File: src/tfli_div.sv
// ----------------------------------------------------------------------------
// Transfer function LUT divider
// Restoring unsigned divider, one quotient bit per cycle.
// ----------------------------------------------------------------------------
module tfli_div #(
    parameter int DW = 16,
    parameter int VW = 10
) (
    input  logic          aclk,
    input  logic          aresetn,
    input  logic          start,
    input  logic [DW-1:0] dividend,
    input  logic [VW-1:0] divisor,
    output logic          done,
    output logic [DW-1:0] quotient,
    output logic [VW-1:0] remainder
);

    localparam int CNT_W = $clog2(DW + 1);

    logic [DW-1:0]    quo_reg;
    logic [VW-1:0]    rem_reg;
    logic [VW-1:0]    dvs_reg;
    logic [CNT_W-1:0] cnt_reg;
    logic             busy_reg;
    logic             done_reg;
    logic [VW:0]      trial;
    logic             ge;

    assign trial = {rem_reg, quo_reg[DW-1]};
    assign ge    = (trial >= {1'b0, dvs_reg});

    always_ff @(posedge aclk) begin
        if (!aresetn) begin
            busy_reg <= 1'b0;
            done_reg <= 1'b0;
            cnt_reg  <= '0;
        end else begin
            done_reg <= 1'b0;
            if (start) begin
                busy_reg <= 1'b1;
                cnt_reg  <= CNT_W'(DW);
            end else if (busy_reg) begin
                cnt_reg <= cnt_reg - CNT_W'(1);
                if (cnt_reg == CNT_W'(1)) begin
                    busy_reg <= 1'b0;
                    done_reg <= 1'b1;
                end
            end
        end
    end

    always_ff @(posedge aclk) begin
        if (start) begin
            quo_reg <= dividend;
            rem_reg <= '0;
            dvs_reg <= divisor;
        end else if (busy_reg) begin
            quo_reg <= {quo_reg[DW-2:0], ge};
            rem_reg <= ge ? VW'(trial - {1'b0, dvs_reg}) : VW'(trial);
        end
    end

    assign done      = done_reg;
    assign quotient  = quo_reg;
    assign remainder = rem_reg;

endmodule

File: config.mk
export PLATFORM = sky130hd
export DESIGN_NAME = tfli_div
export DESIGN_NICKNAME = d
export VERILOG_FILES = /design/src/tfli_div.sv
export SDC_FILE = /design/constraint.sdc
export NUM_CORES = 1
export LEC_CHECK = 0
export BUFFER_PORTS_ARGS = -buffer_cell sky130_fd_sc_hd__buf_4
export CORE_AREA = 2 2 76 92
export CTS_BUF_LIST = sky130_fd_sc_hd__clkbuf_8 sky130_fd_sc_hd__clkbuf_16
export DETAILED_ROUTE_END_ITERATION = 8
export DIE_AREA = 0 0 78 94
export GPL_ROUTABILITY_DRIVEN = 0
export GPL_TIMING_DRIVEN = 0
export PLACE_DENSITY = 0.63
export SLEW_MARGIN = 20
export SYNTH_ARGS = -nofsm -noshare
export SYNTH_HDL_FRONTEND = slang
export SYNTH_SLANG_ARGS = --single-unit
File: constraint.sdc
create_clock -name aclk -period 4.6 [get_ports aclk]
set_input_delay 0 -clock aclk [delete_from_list [all_inputs] [get_ports aclk]]
set_output_delay 0 -clock aclk [all_outputs]
set_load 0.02 [all_outputs]
# [Word-level counts from Yosys, hierarchy flattened]
# Index checks and enable logic that the tools add are counted.
[totals] register_bits=43 in_bits=29 word_cells=25
[classes] order_cmp=1 n_eq_ne=1 n_bitwise=2 n_addsub=2 mux=9 reduce_logical=3
[ops] operator="16-bit 2-to-1 mux" n=2
[ops] operator="11-bit by 10-bit >= comparator with 1-bit output" n=1
[ops] operator="10-bit 2-to-1 mux" n=1
[ops] operator="5-bit 2-to-1 mux" n=2
[ops] operator="10-bit subtractor" n=1
[ops] operator="5-bit by 1-bit == test with 1-bit output (second input constant)" n=1
[ops] operator="5-bit by 1-bit subtractor with 5-bit output (second input constant)" n=1
[ops] operator="1-bit 2-to-1 mux" n=4
[ops] operator="3-bit OR reduction" n=1
[ops] operator="1-bit NOT" n=2
[ops] operator="2-bit nonzero test" n=1
[ops] operator="2-bit OR reduction" n=1

# [Depth between registers and ports, before layout]
[logic_depth] word_depth=4 ltp_mapped=10 ltp_nobuf=10

# [Least setup slack after synthesis]
# No wires, ideal clock.
[synth_path] path_type="register to register" start="register quo_reg[15], in the netlist quotient[15]" end="register rem_reg[8], in the netlist remainder[8]" t_required_ns=4.456 slack_ns=2.116 t_arrival_ns=2.340 n_path_buf=0 synth_period_minus_slack_ns=2.484 path_stages_with_launch=11 setup_time_ns=0.144 cell_sequence="edfxtp_1 inv_1 ha_1 inv_1 fa_1 a211oi_1 nor3_1 o31a_1 or3_1 nand3_1 a311oi_1"
[synth_via] elab_chain_len=2 word_cells_on_any_way=3 classes_between="1 x add/sub; 1 x order compare; 1 x mux"
[synth_rtl] element="start, declared" line="21" text="logic [DW-1:0] quo_reg;"
[synth_rtl] element="start signal, assigned" line="55" text="quo_reg <= dividend;"
[synth_rtl] element="start signal, assigned" line="59" text="quo_reg <= {quo_reg[DW-2:0], ge};"
[synth_rtl] element="10-bit subtractor / 11-bit by 10-bit >= comparator with 1-bit output (equally long branches)" line="60, 31"
[synth_rtl] element="10-bit 2-to-1 mux *" line="60" text="rem_reg <= ge ? VW'(trial - {1'b0, dvs_reg}) : VW'(trial);"
[synth_rtl] element="end signal, assigned" line="60"
[synth_rtl] element="end, declared" line="22" text="logic [VW-1:0] rem_reg;"
# Mark *: on every way between the ends. The rest lies on a longest branch, timed or not.
# A chain may end at the register's enable or synchronous reset.

# [Worst setup path after layout]
# Ends and elaborated chain as after synthesis.

==> results_dict.tcl <==
set metrics [dict create \
    floorplan.die_area_sq_um 7330 \
    tightest_slew_margin_relative_to_the_limit_pct 55.4 \
    irDropWorstVdd_v 0.000156 \
    vias_per_cell 4.78 \
    wire_length_of_the_first_global_routing_pass_um 7710 \
    drive_gt1_share_pct 31.5 \
    final_cell_count_no_fill 361 \
    dpl_worst_slack_ns 2.02 \
    clk_transition_reported_paths_ns 0.09 \
    netlist_area_sq_um 2200 \
    n_fill_cell 623 \
    cp-end-kind "register" \
    drt-initial-drc-count 70 \
    crit_path_start "quotient[15]" \
    status "complete, no violations" \
    timing.rr.end "remainder[8]" \
    tritoncts_clock_tree "yes" \
    detail_route.wl_per_cell_um 13.2 \
    die_y_um 94 \
    regToRegSetupSlack_ns 2.01 \
    htree_num_levels 2 \
    cp_slowest_stage_delay_ns 0.43 \
    postCtsResizedCells 0 \
    total_power_mw 1.05 \
    n_antenna_cell 0 \
    drt_pass1_iterations 4 \
    critPathSlowestCell "sky130_fd_sc_hd__a211oi_1" \
    p_per_area_nw_per_um2 343 \
    hold_path_class "input port to register" \
    initial_utilization_pct 34.4 \
    worst_slew_pin_tran_ns 0.668 \
    drc 0 \
    vias_in_the_first_global_route 1697 \
    postSynthRegisterBits 43 \
    seq_area_sq_um 1120 \
    slew_violations 0 \
    max_reg_flops 16 \
    type_of_element_launching_the_critical_path "register" \
    fin_tns_setup_ns 0 \
    route.final.wire_length_um 4760 \
    cts_hold_buf 21 \
    yosysWarnings 0 \
    setup_viol 0 \
    synth-seq-area-share_pct 50.9 \
    ys_async_sr_fraction_pct 0 \
    reg2reg_depth 10 \
    port-buffer-count 55 \
    clock_tree.buffer_depth 2 \
    adder_cell_area_share_of_the_yosys_netlist_pct 7.73 \
    worst_path_most_repeated_cell "sky130_fd_sc_hd__inv_1" \
    avgSynthCellArea_sq_um 11.5 \
    worstPathMaxFanout 3 \
    core_region_area_sq_um 6410 \
    fin_worst_hold_slack_ns 0.00420 \
    grt_util_all_layers_pct 13.5 \
    layout_commonest_cell "sky130_fd_sc_hd__buf_4" \
    multi_input_area_sq_um 1010 \
    pin_count_of_the_biggest_net_entering_global_routing 17 \
    final_cell_area_sq_um 3050 \
    dp_cells 331 \
    synth_area_in_xor_xnor_pct 3.98 \
    hpwl_um 3450 \
    placed_area_sq_um 2720 \
    finalClockSkew_ns 0.00451 \
    synthSimpleGateAreaFrac_pct 11.6 \
    period_share_pct 56.2 \
    most_used_flip_flop_cell_after_synthesis "sky130_fd_sc_hd__edfxtp_1" \
    utilization_pct 47.7 \
    synth-compound-area-share_pct 12.3 \
    crit_path_cell_trace "inv_1, ha_1, inv_1, fa_1, a211oi_1, nor3_1, o31a_1, or3_1, nand3_1, a311oi_1" \
    critical_path_arrival_ns 2.75 \
    crit-reg2reg-launch "quotient[15]" \
    post_layout_nets 317 \
    numCtsBuffers 5 \
    syn_to_final_growth_pct 38.6 \
    sum_of_overflow_across_all_layers_after_global_routing 0 \
    critical_path.endpoint "remainder[8]" \
    cts_setup_buffers 0 \
    die_width_um 78 \
    timing_hold_violations_final 0 \
    mostFrequentLayoutCells "sky130_fd_sc_hd__buf_4 (55), sky130_fd_sc_hd__edfxtp_1 (26), sky130_fd_sc_hd__dlygate4sd3_1 (22)" \
    floorplan.io_pins 56 \
    number_of_antenna_violations_at_the_first_check_in_global_routing 0 \
    cts_sinks 43 \
    period_minus_slack_ns 2.59 \
    main_combinational_cell_family_by_area_after_synthesis "compound AO/OA/AOI/OAI gates" \
    ctsRootBufferMaster "sky130_fd_sc_hd__clkbuf_8" \
    num_vias 1724 \
    ant_nets 0 \
    synthesis.instances 191 \
    grt_setup_unrepaired "false" \
    clkLatencyLatePin_ns 0.30 \
    leakage_power_total_nw 1.30 \
    synth_mux_area_share_pct 10.0 \
    num_rows 32 \
    critPathKind "register to register" \
    setup_ws_ns 2.01 \
    syn-num-nets 233 \
    fmax_mhz 387 \
    cap_violations 0 \
    synth-edff-count 26 \
    worst-endpoint-required_ns 4.76 \
    synthDistinctLibCells 42 \
]
-- cell usage after synthesis (all sizes together) (3+ instances only) --
cell / number / share of area (%)
nor2: 14 / 2.4
a21oi: 4 / 0.91
a21o: 5 / 1.8
dfxtp: 17 / 15
clkbuf: 3 / 0.51
o22ai: 3 / 0.85
nor2b: 4 / 1.1
xor2: 5 / 2.0
ha: 12 / 6.8
a31oi: 3 / 0.85
edfxtp: 26 / 35
inv: 14 / 2.4
nand3: 6 / 1.9
nor3: 5 / 1.1
nand2: 11 / 2.0
xnor2: 5 / 2.0
mux2: 16 / 8.2
mux2i: 4 / 1.8
a211oi: 8 / 2.7
nor4: 3 / 0.85
-- where the power goes --
group	internal (mW)	switching (mW)	total, mW
registers	0.449	0.0245	0.473
clock network	0.162	0.138	0.300
logic	0.132	0.141	0.274
-- cell type report --
class | instances | share of cell area (%)
repair buffers | 77 | 20.7
well taps | 85 | 3.48
flip-flops and latches | 43 | 36.7
plain buffers | 5 | 0.615
clock buffers | 5 | 2.25
multi-input cells | 128 | 33.0
clock inverters | 3 | 1.39
inverters | 15 | 1.84
-- worst min-delay path by stage --
| stage | slack [ns] | depth (start not counted) | startpoint | end |
|---|---|---|---|---|
| 2_1_floorplan | 0.1 | 0 | divisor[0] | dvs_reg[0] |
| 3_3_place_gp | 0.18 | 1 | divisor[9] | dvs_reg[9] |
| 3_5_place_dp | 0.18 | 1 | divisor[2] | dvs_reg[2] |
| 4_1_cts | 0.001 | 2 | dividend[8] | quotient[8] |
| 5_1_grt | 0.0009 | 2 | dividend[6] | quotient[6] |
| 6_report | 0.004 | 2 | dividend[8] | quotient[8] |
-- metal layers --
metal / share of wire [%] / wire (um) / global-route usage [%] / vias to the layer above
met5: 0 / 0 / 0 / -
met3: 4.0 / 191 / 2.69 / 10
met2: 52 / 2490 / 24.3 / 36
met1: 42 / 2000 / 15.7 / 804
li1: - / - / - / 874
met4: 1.6 / 78 / 5.12 / 0
-- kinds of logic after synthesis --
group | after synthesis
flip-flops | 43
adder cells (fa/ha/maj) | 13
XOR/XNOR | 10
AO/OA/AOI/OAI | 36
AND/OR/NAND/NOR | 49
buffers and inverters | 20
multiplexers | 20
-- worst max-delay path, delay by kind of cell (launching register included) --
family	cells	cell delay (ns)
adder cells (fa/ha/maj)	2	0.59
AO/OA/AOI/OAI	3	0.82
buffers and inverters	2	0.15
flip-flops	1	0.39
AND/OR/NAND/NOR	3	0.50
(Power assumes the default switching activity.)
