**config.mk**
```make
export PLATFORM = sky130hd
export DESIGN_NAME = tfli_ram
export DESIGN_NICKNAME = d
export VERILOG_FILES = /design/src/tfli_ram.sv
export SDC_FILE = /design/constraint.sdc
export NUM_CORES = 1
export LEC_CHECK = 0
export ABC_CLOCK_PERIOD_IN_PS = 4500
export BUFFER_PORTS_ARGS = -buffer_cell sky130_fd_sc_hd__buf_2
export CORE_MARGIN = 10
export CORE_UTILIZATION = 40
export DETAILED_ROUTE_END_ITERATION = 10
export SYNTH_ARGS = -nofsm -noshare
export SYNTH_HDL_FRONTEND = slang
export SYNTH_SLANG_ARGS = --single-unit
```
**constraint.sdc**
```tcl
create_clock -name aclk -period 4.5 [get_ports aclk]
set_input_delay 0.225 -clock aclk [delete_from_list [all_inputs] [get_ports aclk]]
set_output_delay 0.225 -clock aclk [all_outputs]
set_load 0.03 [all_outputs]
```
**src/tfli_ram.sv**
```systemverilog
// ----------------------------------------------------------------------------
// Transfer function LUT RAM
// Simple dual-port RAM, one write port, one read port with registered data.
// ----------------------------------------------------------------------------
module tfli_ram #(
    parameter int WIDTH = 16,
    parameter int DEPTH = 16
) (
    input  logic                     aclk,
    input  logic                     we,
    input  logic [$clog2(DEPTH)-1:0] waddr,
    input  logic [WIDTH-1:0]         wdata,
    input  logic [$clog2(DEPTH)-1:0] raddr,
    output logic [WIDTH-1:0]         rdata
);

    logic [WIDTH-1:0] mem [DEPTH];

    always_ff @(posedge aclk) begin
        if (we) begin
            mem[waddr] <= wdata;
        end
        rdata <= mem[raddr];
    end

endmodule

```
After elaboration in Yosys (flattened, before gate mapping)
Memory sizes are Yosys's and may differ from the RTL's. A register that Yosys moved wholly into a read port is not among the register bits.
Index checks and enable logic that the tools add are counted.
{ "word_totals": {"register_bits": 0, "ramBits": 256, "inputBits": 26, "output_inout_bits": 16, "elab_cells": 3, "memories": 1} }
{ "classes": {"mux": 2} }
{ "mem_list": {"columns": ["memory", "depth", "width", "rd", "rd_clocked_by_memory_dff", "wr", "line_no", "rtl"], "rows": [
  ["mem", 16, 16, 1, 1, 1, "17", "logic [WIDTH-1:0] mem [DEPTH];"]
]} }
{ "ops": {"columns": ["op", "count"], "rows": [
  ["1-bit two-way mux", 2]
]} }

Depth between registers and ports, before layout
Gate-level depths: netlist (run 1).
{ "logic_depth": {"word_depth": 2, "depth_mapped": 5, "depth_no_buf": 3} }

Least setup slack after synthesis (run 1)
OpenSTA, ideal clock, no wires.
{ "synth_path": {"path_type": "input to register", "start": "in waddr[2]", "end": "mem mem[0][0] (enable)", "arrival_ns": 1.871, "path_slack_ns": 2.220, "stages": 2, "path_buffers": 0, "cell_sequence": "or3b_2 -> nor3_1"} }
{ "synth_lines": {"columns": ["element", "line_no", "rtl"], "rows": [
  ["start, declared", "11", "input logic [$clog2(DEPTH)-1:0] waddr,"],
  ["end, declared", "17", null]
]} }
No word-level cell before the write port.

==> reports/qor.yml, run 1 <==
outcome: "finished, final reports clean"
hold_class: "in2reg"
drc: 0
crit_path_start: "raddr[0]"
hpwl_mm: 11.30
critPathArrivalTime_ns: 2.30
period_minus_slack_ns: 1.887
grt_usage: 0.1343
endpoint_kind: "flop"
slew_headroom: 0.2776
start_kind: "primary input"
power.density_nw_per_um2: 450.5
synth_cell_types: 19
die_h_um: 178.5
routed_wl_mm: 20.94
drtPass1Iterations: 5
fp-row-count: 57
insertion_delay_ns: 0.52
globalplace.congestion: 0.7329
n_fill_cell: 2046
reg2reg_to: "rdata[4]"
wire_per_inst_um: 24.75
ant_nets: 0
clock.fmax_mhz: 530.0
slew_violations: 0
finalHoldViolCount: 0
initial_core_util: 0.4094
mostFrequentLayoutCell: "edfxtp_1"
ys_warn_count: 0
syn_to_final_growth_pct: 15.27
cp_max_fo: 55
synth_nets: 458
cts-root-buf: "clkbuf_16"
fin_util: 0.4719
skew_ns: 0.008016
diodes: 0
core_um2: 24530
syn_avg_cell_area_um2: 23.25
clk_pin_slew_ns: 0.06
r2r-start: "mem[8][4]"
grt-ovfl-total: 0
io_pins: 42
io_buffer_count: 41
cts_max_path_buffers: 3
numCtsBuffers: 27
max_cap_viol_count: 0
crit_type: "in2reg"
worstHoldStart: "wdata[13]"
holdPathEnd: "mem[15][13]"
tns_ns: 0
dieArea_um2: 31850
synth_seq_cells: 272
hold_buffers: 0
nets: 528
cts_resized: 0
r2r_slack_ns: 3.21
rr_worst_depth: 3
final_cells: 846
grt_pass1_wl_mm: 31.45
grt_max_degree: 56
via_per_inst: 5.395
min_path_cells: 1
layout-drive-gt1-share: 0.3295
dp.cells: 797
cp_data_required_time_ns: 4.91
drt_iter0_drc: 353
syn_area_um2: 10040
rsz0062_at_grt: "no"
setup_viol: 0
fp.dieW_um: 178.5
p_leak_nw: 3.743
period_share: 0.4193
grt_antenna_before_repair: 0
post-cts-setup-buffer-count: 0
grt_pass1_vias: 4883
final_cell_mix: "edfxtp_1 (256), mux4_2 (54), buf_2 (40)"
netlist_instances: 432
htree_num_levels: 1
ys_seq_area_frac: 0.7973
vdd_drop_max_mv: 0.2364
dr_total_vias: 4564
cts_num_sinks: 272
cts_tree: "built"
max_slew.worst_pin.slew_ns: 1.084
-- synth_stat cells, drive strengths merged --
library cell    n  area (um2)
nand3b          2       15.01
dfxtp          16       320.3
nand2b          2       12.51
nor3            4       20.02
clkbuf          8       30.03
nand2          17       63.81
and2            1       6.260
buf            13       93.83
nor2           13       48.80
nand3           1       5.000
or3b            1       8.760
edfxtp        256        7687
nor2b           2       12.51
mux4           64        1479
a22oi          32       240.2
-- critical path, cell delays in order --
cell and delay, ns:
buf_4 0.78, buf_4 0.37, mux4_1 0.58, a22oi_1 0.21, nand2_1 0.07
-- flip-flops by register name, indices dropped and copies added (netlist names) --
name and count:
mem 256, rdata 16
-- metrics by stage --
stage	cell area [um2]	hold WS (ns)	setup slack, ns	total power [mW]
after floorplan	10040	0.3239	2.220	3.070
after global placement	10740	0.5887	2.021	3.173
after CTS	11580	0.04888	2.548	5.266
after global routing	11580	0.05927	2.360	5.405
after detailed placement	10740	0.5966	1.994	3.182
final	11580	0.06369	2.613	5.216
-- power breakdown --
group / switching, mW / total (mW) / internal (mW) / leakage (nW)
clock: 0.895 / 2.09 / 1.20 / 0.397
combinational: 0.172 / 0.275 / 0.103 / 0.898
sequential: 0.0156 / 2.85 / 2.83 / 2.45
total: 1.08 / 5.22 / 4.13 / 3.74
-- worst max-delay path by stage --
| stage | endpoint | slack, ns | cells past startpoint |
|---|---|---|---|
| 6_report | rdata[9] | 2.61 | 5 |
| 5_1_grt | rdata[10] | 2.36 | 5 |
| 4_1_cts | rdata[9] | 2.55 | 5 |
| 3_5_place_dp | rdata[9] | 1.99 | 5 |
| 3_3_place_gp | rdata[11] | 2.02 | 5 |
| 2_1_floorplan | mem[0][0] | 2.22 | 2 |
-- metal layers --
metal,vias to the layer above,wire length [um],global-route usage
met5,-,0,0
met4,0,246,0.02825
met3,24,1032,0.02600
met2,105,10640,0.2279
met1,2451,9027,0.1763
li1,1984,-,-
-- area by class of cell --
type	instances	area (um2)	area share
sequential	272	8008	0.6917
multi-input combinational	139	1962	0.1695
clock buffer	36	729.5	0.06301
tap	324	405.4	0.03502
timing repair buffer	62	365.4	0.03156
clock inverter	13	107.6	0.009294
-- kinds of logic (layout without fill, tap and decap cells) --
logic type      after synthesis  count (layout)  share of synthesized area
mux                          64              64                     0.1473
buf+inv                      21             111                    0.01233
compound gates               32              32                    0.02392
flops                       272             272                     0.7973
simple gates                 43              43                    0.01918
Note: power is estimated with default switching activity, not from simulation.
==> inputs of run 2 (changes only) <==
--- a/config.mk
+++ b/config.mk
@@ -5,7 +5,7 @@
 export SDC_FILE = /design/constraint.sdc
 export NUM_CORES = 1
 export LEC_CHECK = 0
-export ABC_CLOCK_PERIOD_IN_PS = 4500
+export ABC_CLOCK_PERIOD_IN_PS = 1790
 export BUFFER_PORTS_ARGS = -buffer_cell sky130_fd_sc_hd__buf_2
 export CORE_MARGIN = 10
 export CORE_UTILIZATION = 40
==> constraint.sdc (replaced) <==
create_clock -name aclk -period 1.79 [get_ports aclk]
set_input_delay 0.0895 -clock aclk [delete_from_list [all_inputs] [get_ports aclk]]
set_output_delay 0.0895 -clock aclk [all_outputs]
set_load 0.03 [all_outputs]
==> run 2 against run 1 <==
  * Final cell count is 2.7% higher
  * Clock power grew to 2.7 times the previous value
  * Non-clock buffer count is 24 higher
  * Clock skew is 0.0017 ns higher
  * Combinational power grew to 2.8 times the previous value
  * Sequential power grew to 2.5 times the previous value
  * Clock-buffer cell count is 2 lower
  * Cell area is 4.3% higher
  * Setup slack worse by 2.2 ns
  * Total power grew to 2.6 times the previous value
  * Die area stayed put
  * Via count is 4.5% higher
  * Critical path type unchanged
  * Largest cell class unchanged
==> reports/qor.yml, run 2 (synthesis gave the netlist of run 1 again) <==
internal_power_mw: 10.88  # was 4.134 mW
final_cells: 869  # was 846
fp.dieW_um: 178.5  # unchanged
htree_num_levels: 1  # unchanged
cts_tree: "built"  # unchanged
mostFrequentLayoutCell: "edfxtp_1"  # unchanged
cp_data_required_time_ns: 2.25  # was 4.91 ns
setup_viol: 0  # unchanged
rr_worst_depth: 3  # unchanged
p_leak_nw: 3.959  # was 3.743 nW
n_fill_cell: 1999  # was 2046
start_kind: "primary input"  # unchanged
period_minus_slack_ns: 1.329
die_h_um: 178.5  # unchanged
use_met2: 0.2294  # was 0.2279
diodes: 0  # unchanged
nets: 552  # was 528
numCtsBuffers: 27  # unchanged
io_pins: 42  # unchanged
sw_frac_of_total: 0.1985  # was 0.2074
hpwl_mm: 11.46  # was 11.30 mm
clock.fmax_mhz: 752.4
ant_nets: 0  # unchanged
setup_slack_ns: 0.4609  # was 2.613 ns
pwr-share-seq: 0.527  # was 0.546
hold_buffers: 16  # was 0
wire_per_inst_um: 23.95  # was 24.75 um
p_switching_mw: 2.694  # was 1.082 mW
critPathArrivalTime_ns: 1.79  # was 2.30 ns
cp.buffers_inverters: 2  # unchanged
max_slew.worst_pin.slew_ns: 1.336  # was 1.084 ns
combPwrFrac: 0.056  # was 0.053
busiest_layer: "met2"  # unchanged
grt-ovfl-total: 0  # unchanged
cts_max_path_buffers: 3  # unchanged
cp_max_fo: 10  # was 55
min_path_cells: 4  # was 1
grt_antenna_before_repair: 0  # unchanged
power.density_nw_per_um2: 1124  # was 450.5 nW/um2
crit_chain: "buf_2, nor2b_1, buf_4, a22oi_1, nand2_1"  # was buf_4, buf_4, mux4_1, a22oi_1, nand2_1
critPathCapture: "rdata[9]"  # unchanged
via_per_inst: 5.487  # was 5.395
vdd_drop_max_mv: 0.5874  # was 0.2364 mV
slew_headroom: 0.1074  # was 0.2776
largestRegisters: "mem x256, rdata x16"  # unchanged
dr_total_vias: 4768  # was 4564
rsz0062_at_grt: "no"  # unchanged
syn_to_final_growth_pct: 20.26  # was 15.27%
cts_resized: 0  # unchanged
drc: 0  # unchanged
critPathTopFamily: "simple AND/OR/NAND/NOR gates"  # was buffers and inverters
met3_usage: 0.01966  # was 0.02600
p_clk_frac: 0.417  # was 0.402
io_buffer_count: 41  # unchanged
layout-drive-gt1-share: 0.3339  # was 0.3295
post-cts-setup-buffer-count: 0  # unchanged
dp.cells: 805  # was 797
endpoint_kind: "flop"  # unchanged
largest_reg_flops: 256  # unchanged
regMostFlops: "mem"  # unchanged
grt_usage: 0.1342  # was 0.1343
initial_core_util: 0.4094  # unchanged
dieArea_um2: 31850  # unchanged
r2r-start: "mem[1][7]"  # was mem[8][4]
crit_path_start: "raddr[3]"  # was raddr[0]
max_cap_viol_count: 0  # unchanged
drtPass1Iterations: 4  # was 5
routed_wl_mm: 20.82  # was 20.94 mm
grt_max_degree: 29  # was 56
cts_num_sinks: 272  # unchanged
tns_ns: 0  # unchanged
post-place-ws_ns: 0.01799  # was 1.994 ns
reg2reg_to: "rdata[7]"  # was rdata[4]
grt_pass1_vias: 4948  # was 4883
finalHoldViolCount: 0  # unchanged
worst_path_max_delay_cell: "nor2b_1"  # was buf_4
skew_ns: 0.009720  # was 0.008016 ns
hold_class: "in2reg"  # unchanged
clk_pin_slew_ns: 0.06  # about the same
cts-root-buf: "clkbuf_16"  # unchanged
use_met1: 0.1763  # about the same
period_share: 0.7425
grt_pass1_wl_mm: 31.65  # was 31.45 mm
critPathMaxStageDelay_ns: 1.02  # was 0.78 ns
final_cell_mix: "edfxtp_1 (256), mux4_2 (54), buf_2 (40)"  # unchanged
globalplace.congestion: 0.6944  # was 0.7329
r2r_slack_ns: 0.49  # was 3.21 ns
cp.depth: 5  # unchanged
core_um2: 24530  # unchanged
fp-row-count: 57  # unchanged
insertion_delay_ns: 0.52  # about the same
crit_type: "in2reg"  # unchanged
slew_violations: 0  # unchanged
drt_iter0_drc: 461  # was 353
outcome: "finished, final reports clean"  # unchanged
-- run 2: cell count changes in the layout (fill, tap and decap cells not counted), sizes merged --
| cell | before | now |
|---|---|---|
| buf | 62 | 70 |
| bufinv | 1 | 4 |
| clkbuf | 36 | 34 |
| clkinv | 8 | 10 |
| clkinvlp | 4 | 0 |
| dlygate4sd3 | 0 | 16 |
-- run 2: metal layers --
layer,vias up,share of wire
met3,32,0.047
li1,2036,-
met4,0,0.022
met5,-,0
met2,132,0.52
met1,2568,0.41
-- run 2: power by group through the flow --
stage | sequential [mW] | combinational (mW) | clock, mW
floorplan | 7.37 | 0.348 | 0
finish | 7.16 | 0.760 | 5.65
global placement | 7.29 | 0.735 | 0
detailed placement | 7.30 | 0.749 | 0
global route | 7.17 | 0.825 | 6.04
CTS | 7.17 | 0.779 | 5.76
-- run 2: how the worst min path moves through the flow --
| stage | startpoint | to | slack [ns] |
|---|---|---|---|
| after floorplan | wdata[0] | mem[0][0] | 0.19 |
| after global placement | wdata[9] | mem[2][9] | 0.45 |
| after detailed placement | wdata[14] | mem[8][14] | 0.48 |
| after CTS | raddr[1] | rdata[2] | 0.16 |
| after global routing | raddr[1] | rdata[2] | 0.19 |
| final | raddr[1] | rdata[2] | 0.18 |
-- run 2: layout make-up --
cell class | instances | area [um2] | share of cell area
clock inverters | 14 | 166.4 | 0.01378
flip-flops and latches | 272 | 8008 | 0.6630
well taps | 324 | 405.4 | 0.03356
clock buffers | 34 | 732.0 | 0.06060
multi-input cells | 139 | 1981 | 0.1640
repair buffers | 86 | 785.8 | 0.06506
-- run 2: worst min-delay path: cells and delay by family --
| family | cells | cell delay [ns] |
|---|---|---|
| mux | 1 | 0.25 |
| buf+inv | 1 | 0.19 |
| simple gates | 1 | 0.07 |
| compound gates | 1 | 0.06 |
-- run 2: stage by stage --
| step | utilization | total power, mW | hold slack, ns | instance area [um2] |
|---|---|---|---|---|
| 2_1_floorplan | - | 7.718 | 0.1884 | 10060 |
| 3_3_place_gp | 0.4492 | 8.026 | 0.4497 | 11020 |
| 3_5_place_dp | 0.4492 | 8.048 | 0.4777 | 11020 |
| 4_1_cts | 0.4923 | 13.70 | 0.1599 | 12080 |
| 5_1_grt | 0.4923 | 14.04 | 0.1922 | 12080 |
| 6_report | 0.4923 | 13.58 | 0.1779 | 12080 |
==> inputs of run 3 (changes only) <==
--- a/config.mk
+++ b/config.mk
@@ -5,7 +5,8 @@
 export SDC_FILE = /design/constraint.sdc
 export NUM_CORES = 1
 export LEC_CHECK = 0
-export ABC_CLOCK_PERIOD_IN_PS = 1790
+export ABC_AREA = 1
+export ABC_CLOCK_PERIOD_IN_PS = 1100
 export BUFFER_PORTS_ARGS = -buffer_cell sky130_fd_sc_hd__buf_2
 export CORE_MARGIN = 10
 export CORE_UTILIZATION = 40
==> constraint.sdc (replaced) <==
create_clock -name aclk -period 1.1 [get_ports aclk]
set_input_delay 0.055 -clock aclk [delete_from_list [all_inputs] [get_ports aclk]]
set_output_delay 0.055 -clock aclk [all_outputs]
set_load 0.03 [all_outputs]
==> run 3 against run 2 <==
  * Critical endpoint is now rdata[5]
  * Combinational power rose by 120%
  * Die area grew 12%
  * Non-clock buffer count rose by 27
  * Cell area up 13%
  * Register-to-register slack got worse by 0.35 ns
  * Global-route usage increased by 1.7 points
  * Synthesized area grew 13%
  * The run now ends with setup timing left
  * First-iteration DRC count grew 39%
  * Core utilization down 0.17 points
==> reports/qor.yml, run 3 <==
outcome: "complete, but fails checks"  # was finished, final reports clean
violations: "setup timing"
dpl-instance-area_um2: 12530  # was 11020 um2
ys_warn_count: 0  # unchanged
clk_pin_slew_ns: 0.06  # about the same
fp.dieW_um: 188.7  # was 178.5 um
drtPass1Iterations: 5  # was 4
rsz0062_at_grt: "yes"  # was no
finalHoldViolCount: 0  # unchanged
grt_max_degree: 41  # was 29
synth_edf_count: 256  # unchanged
yosysTopAreaCellShare: 0.6755  # was 0.7654
p_leak_nw: 5.830  # was 3.959 nW
crit_type: "reg2out"  # was in2reg
numCtsBuffers: 28  # was 27
critPathTopFamily: "flip-flops"  # was simple AND/OR/NAND/NOR gates
yosysTopAreaCell: "edfxtp_1"  # unchanged
grt_pass1_vias: 7255  # was 4948
busiest_layer: "met2"  # unchanged
io_buffer_count: 41  # unchanged
cp_data_required_time_ns: 1.04  # was 2.25 ns
p_total_mw: 22.78  # was 13.58 mW
max_slew.worst_pin.slew_ns: 0.4125  # was 1.336 ns
htree_num_levels: 1  # unchanged
syn_to_final_growth_pct: 20.40  # was 20.26%
dr_total_vias: 7405  # was 4768
synth_async_sr_flop_share: 0  # unchanged
cts-root-buf: "clkbuf_16"  # unchanged
synth_seq_cells: 272  # unchanged
largestRegisters: "mem x256, rdata x16"  # unchanged
cts_max_path_buffers: 3  # unchanged
drt_iter0_drc: 640  # was 461
critPathMaxStageDelay_ns: 0.37  # was 1.02 ns
met3_usage: 0.02234  # was 0.01966
cp.buffers_inverters: 1  # was 2
routed_wl_mm: 27.18  # was 20.82 mm
ys.flop_type: "edfxtp_1"  # unchanged
grt_pass1_wl_mm: 42.52  # was 31.65 mm
r2r-start: "mem[1][8]"  # was mem[1][7]
slew_violations: 0  # unchanged
netlist_instances: 1074  # was 432
r2r_slack_ns: 0.14  # was 0.49 ns
hold_class: "in2reg"  # unchanged
setup_slack_ns: -0.004465  # was 0.4609 ns
slew_headroom: 0.7250  # was 0.1074
synth_cell_types: 13  # was 19
io_pins: 42  # unchanged
core_um2: 27930  # was 24530 um2
power.density_nw_per_um2: 1662  # was 1124 nW/um2
setup_viol: 2  # was 0
synth_common_cells: "nand2_1 (341), edfxtp_1 (256), inv_1 (196)"  # was edfxtp_1 (256), mux4_2 (54), a22oi_1 (32)
grt_antenna_before_repair: 1  # was 0
reg2reg_to: "rdata[8]"  # was rdata[7]
largest_reg_flops: 256  # unchanged
yosysMostFrequentCell: "nand2_1"  # was edfxtp_1
crit_chain: "buf_6"  # was buf_2, nor2b_1, buf_4, a22oi_1, nand2_1
die_h_um: 188.7  # was 178.5 um
grt-ovfl-total: 0  # unchanged
holdPathEnd: "rdata[0]"  # was rdata[2]
min_path_cells: 5  # was 4
vdd_drop_max_mv: 1.128  # was 0.5874 mV
post-place-ws_ns: -0.1836  # was 0.01799 ns
synth.area.top_cells: "edfxtp_1 (68%), nand2_1 (11%), nand3_1 (8.5%)"  # was edfxtp_1 (77%), mux4_2 (12%), dfxtp_1 (3.2%)
clock.fmax_mhz: 905.4
rr_worst_depth: 6  # was 3
nets: 1192  # was 552
final_cell_mix: "nand2_1 (341), edfxtp_1 (256), inv_1 (196)"  # was edfxtp_1 (256), mux4_2 (54), buf_2 (40)
fin_util: 0.4905  # was 0.4923
final_cell_area_um2: 13700  # was 12080 um2
worstHoldStart: "raddr[2]"  # was raddr[1]
ys_seq_area_frac: 0.7036  # was 0.7973
syn_avg_cell_area_um2: 10.60  # was 23.25 um2
diodes: 0  # unchanged
period_minus_slack_ns: 1.104
fp-row-count: 61  # was 57
insertion_delay_ns: 0.55  # was 0.52 ns
wire_per_inst_um: 17.36  # was 23.95 um
use_met1: 0.1981  # was 0.1763
drc: 0  # unchanged
max_cap_viol_count: 0  # unchanged
critPathArrivalTime_ns: 1.05  # was 1.79 ns
worst_path_max_delay_cell: "dfxtp_4"  # was nor2b_1
dieArea_um2: 35600  # was 31850 um2
synth_nets: 1100  # was 458
globalplace.congestion: 0.7636  # was 0.6944
hpwl_mm: 16.37  # was 11.46 mm
mostFrequentLayoutCell: "nand2_1"  # was edfxtp_1
layout-drive-gt1-share: 0.1347  # was 0.3339
via_per_inst: 4.729  # was 5.487
regMostFlops: "mem"  # unchanged
period_share: 1.004
syn_area_um2: 11380  # was 10040 um2
cts_num_sinks: 272  # unchanged
cp_max_fo: 1  # was 10
use_met2: 0.2552  # was 0.2294
cts_tree: "built"  # unchanged
ant_nets: 0  # unchanged
grt_usage: 0.1516  # was 0.1342
endpoint_kind: "output port"  # was flop
skew_ns: 0.02031  # was 0.009720 ns
start_kind: "flop"  # was primary input
initial_core_util: 0.4074  # was 0.4094
==> run 3: changes by cell type after synthesis, sizes merged, moves of 28 or more <==
cell   change
mux4      -64
buf       +28
inv      +198
nand2    +324
a22oi     -32
nand3    +192
==> run 3: worst max path at each step <==
stage / startpoint / end / slack, ns / cells after the start
after floorplan: waddr[0] / mem[12][0] / -0.23 / 3
final: rdata[5] / rdata[5] / -0.004 / 1
after detailed placement: waddr[3] / mem[5][7] / -0.18 / 4
after CTS: rdata[5] / rdata[5] / -0.02 / 1
after global routing: rdata[5] / rdata[5] / -0.03 / 1
after global placement: waddr[3] / mem[5][7] / -0.19 / 4
==> run 3: timing repair <==
action / in CTS / in global routing
hold endpoints to repair: 257 / 0
gates resized for setup: 30 / 6
hold buffers: 17 / 0
setup endpoints to repair: 14 / 9
setup buffers: 0 / 0
==> run 3: logic make-up after synthesis <==
group,share of synthesized area
AND/OR/NAND/NOR,0.2043
flip-flops,0.7036
buffers and inverters,0.09213
==> run 3: metal layers <==
layer / vias up / part of all wire
met4: 2 / 0.024
met2: 171 / 0.49
met5: - / 0.00048
li1: 3644 / -
met1: 3541 / 0.44
met3: 47 / 0.043
==> run 3: where the power goes <==
part / switching, mW / internal (mW)
logic: 1.10 / 0.592
registers: 0.0862 / 11.6
clock network: 3.77 / 5.63
total: 4.96 / 17.8
==> run 3: worst register-to-register path, stage by stage, from the launching register on <==
cell and delay [ns]:
edfxtp_1 0.36, inv_1 0.06, nand2_1 0.04, nand3_1 0.09, nand3_1 0.08, nand3_1 0.15
nand2_1 0.07
==> run 3: through the flow <==
step,hold WS [ns],instances,TNS [ns]
after floorplan,0.1539,1074,-38.47
after global placement,0.4501,1497,-17.50
after detailed placement,0.4490,1497,-19.34
after CTS,0.02572,1566,-0.07432
after global routing,0.06548,1566,-0.1105
final,0.04423,1566,-0.004726
==> run 3: area by class of cell <==
cell class,instances,area [um2]
fill,2528,14230
sequential,272,8023
multi-input combinational,553,2370
timing repair buffer,113,1174
clock buffer,45,835.8
inverter,198,744.5
tap,378,473.0
clock inverter,7,83.83
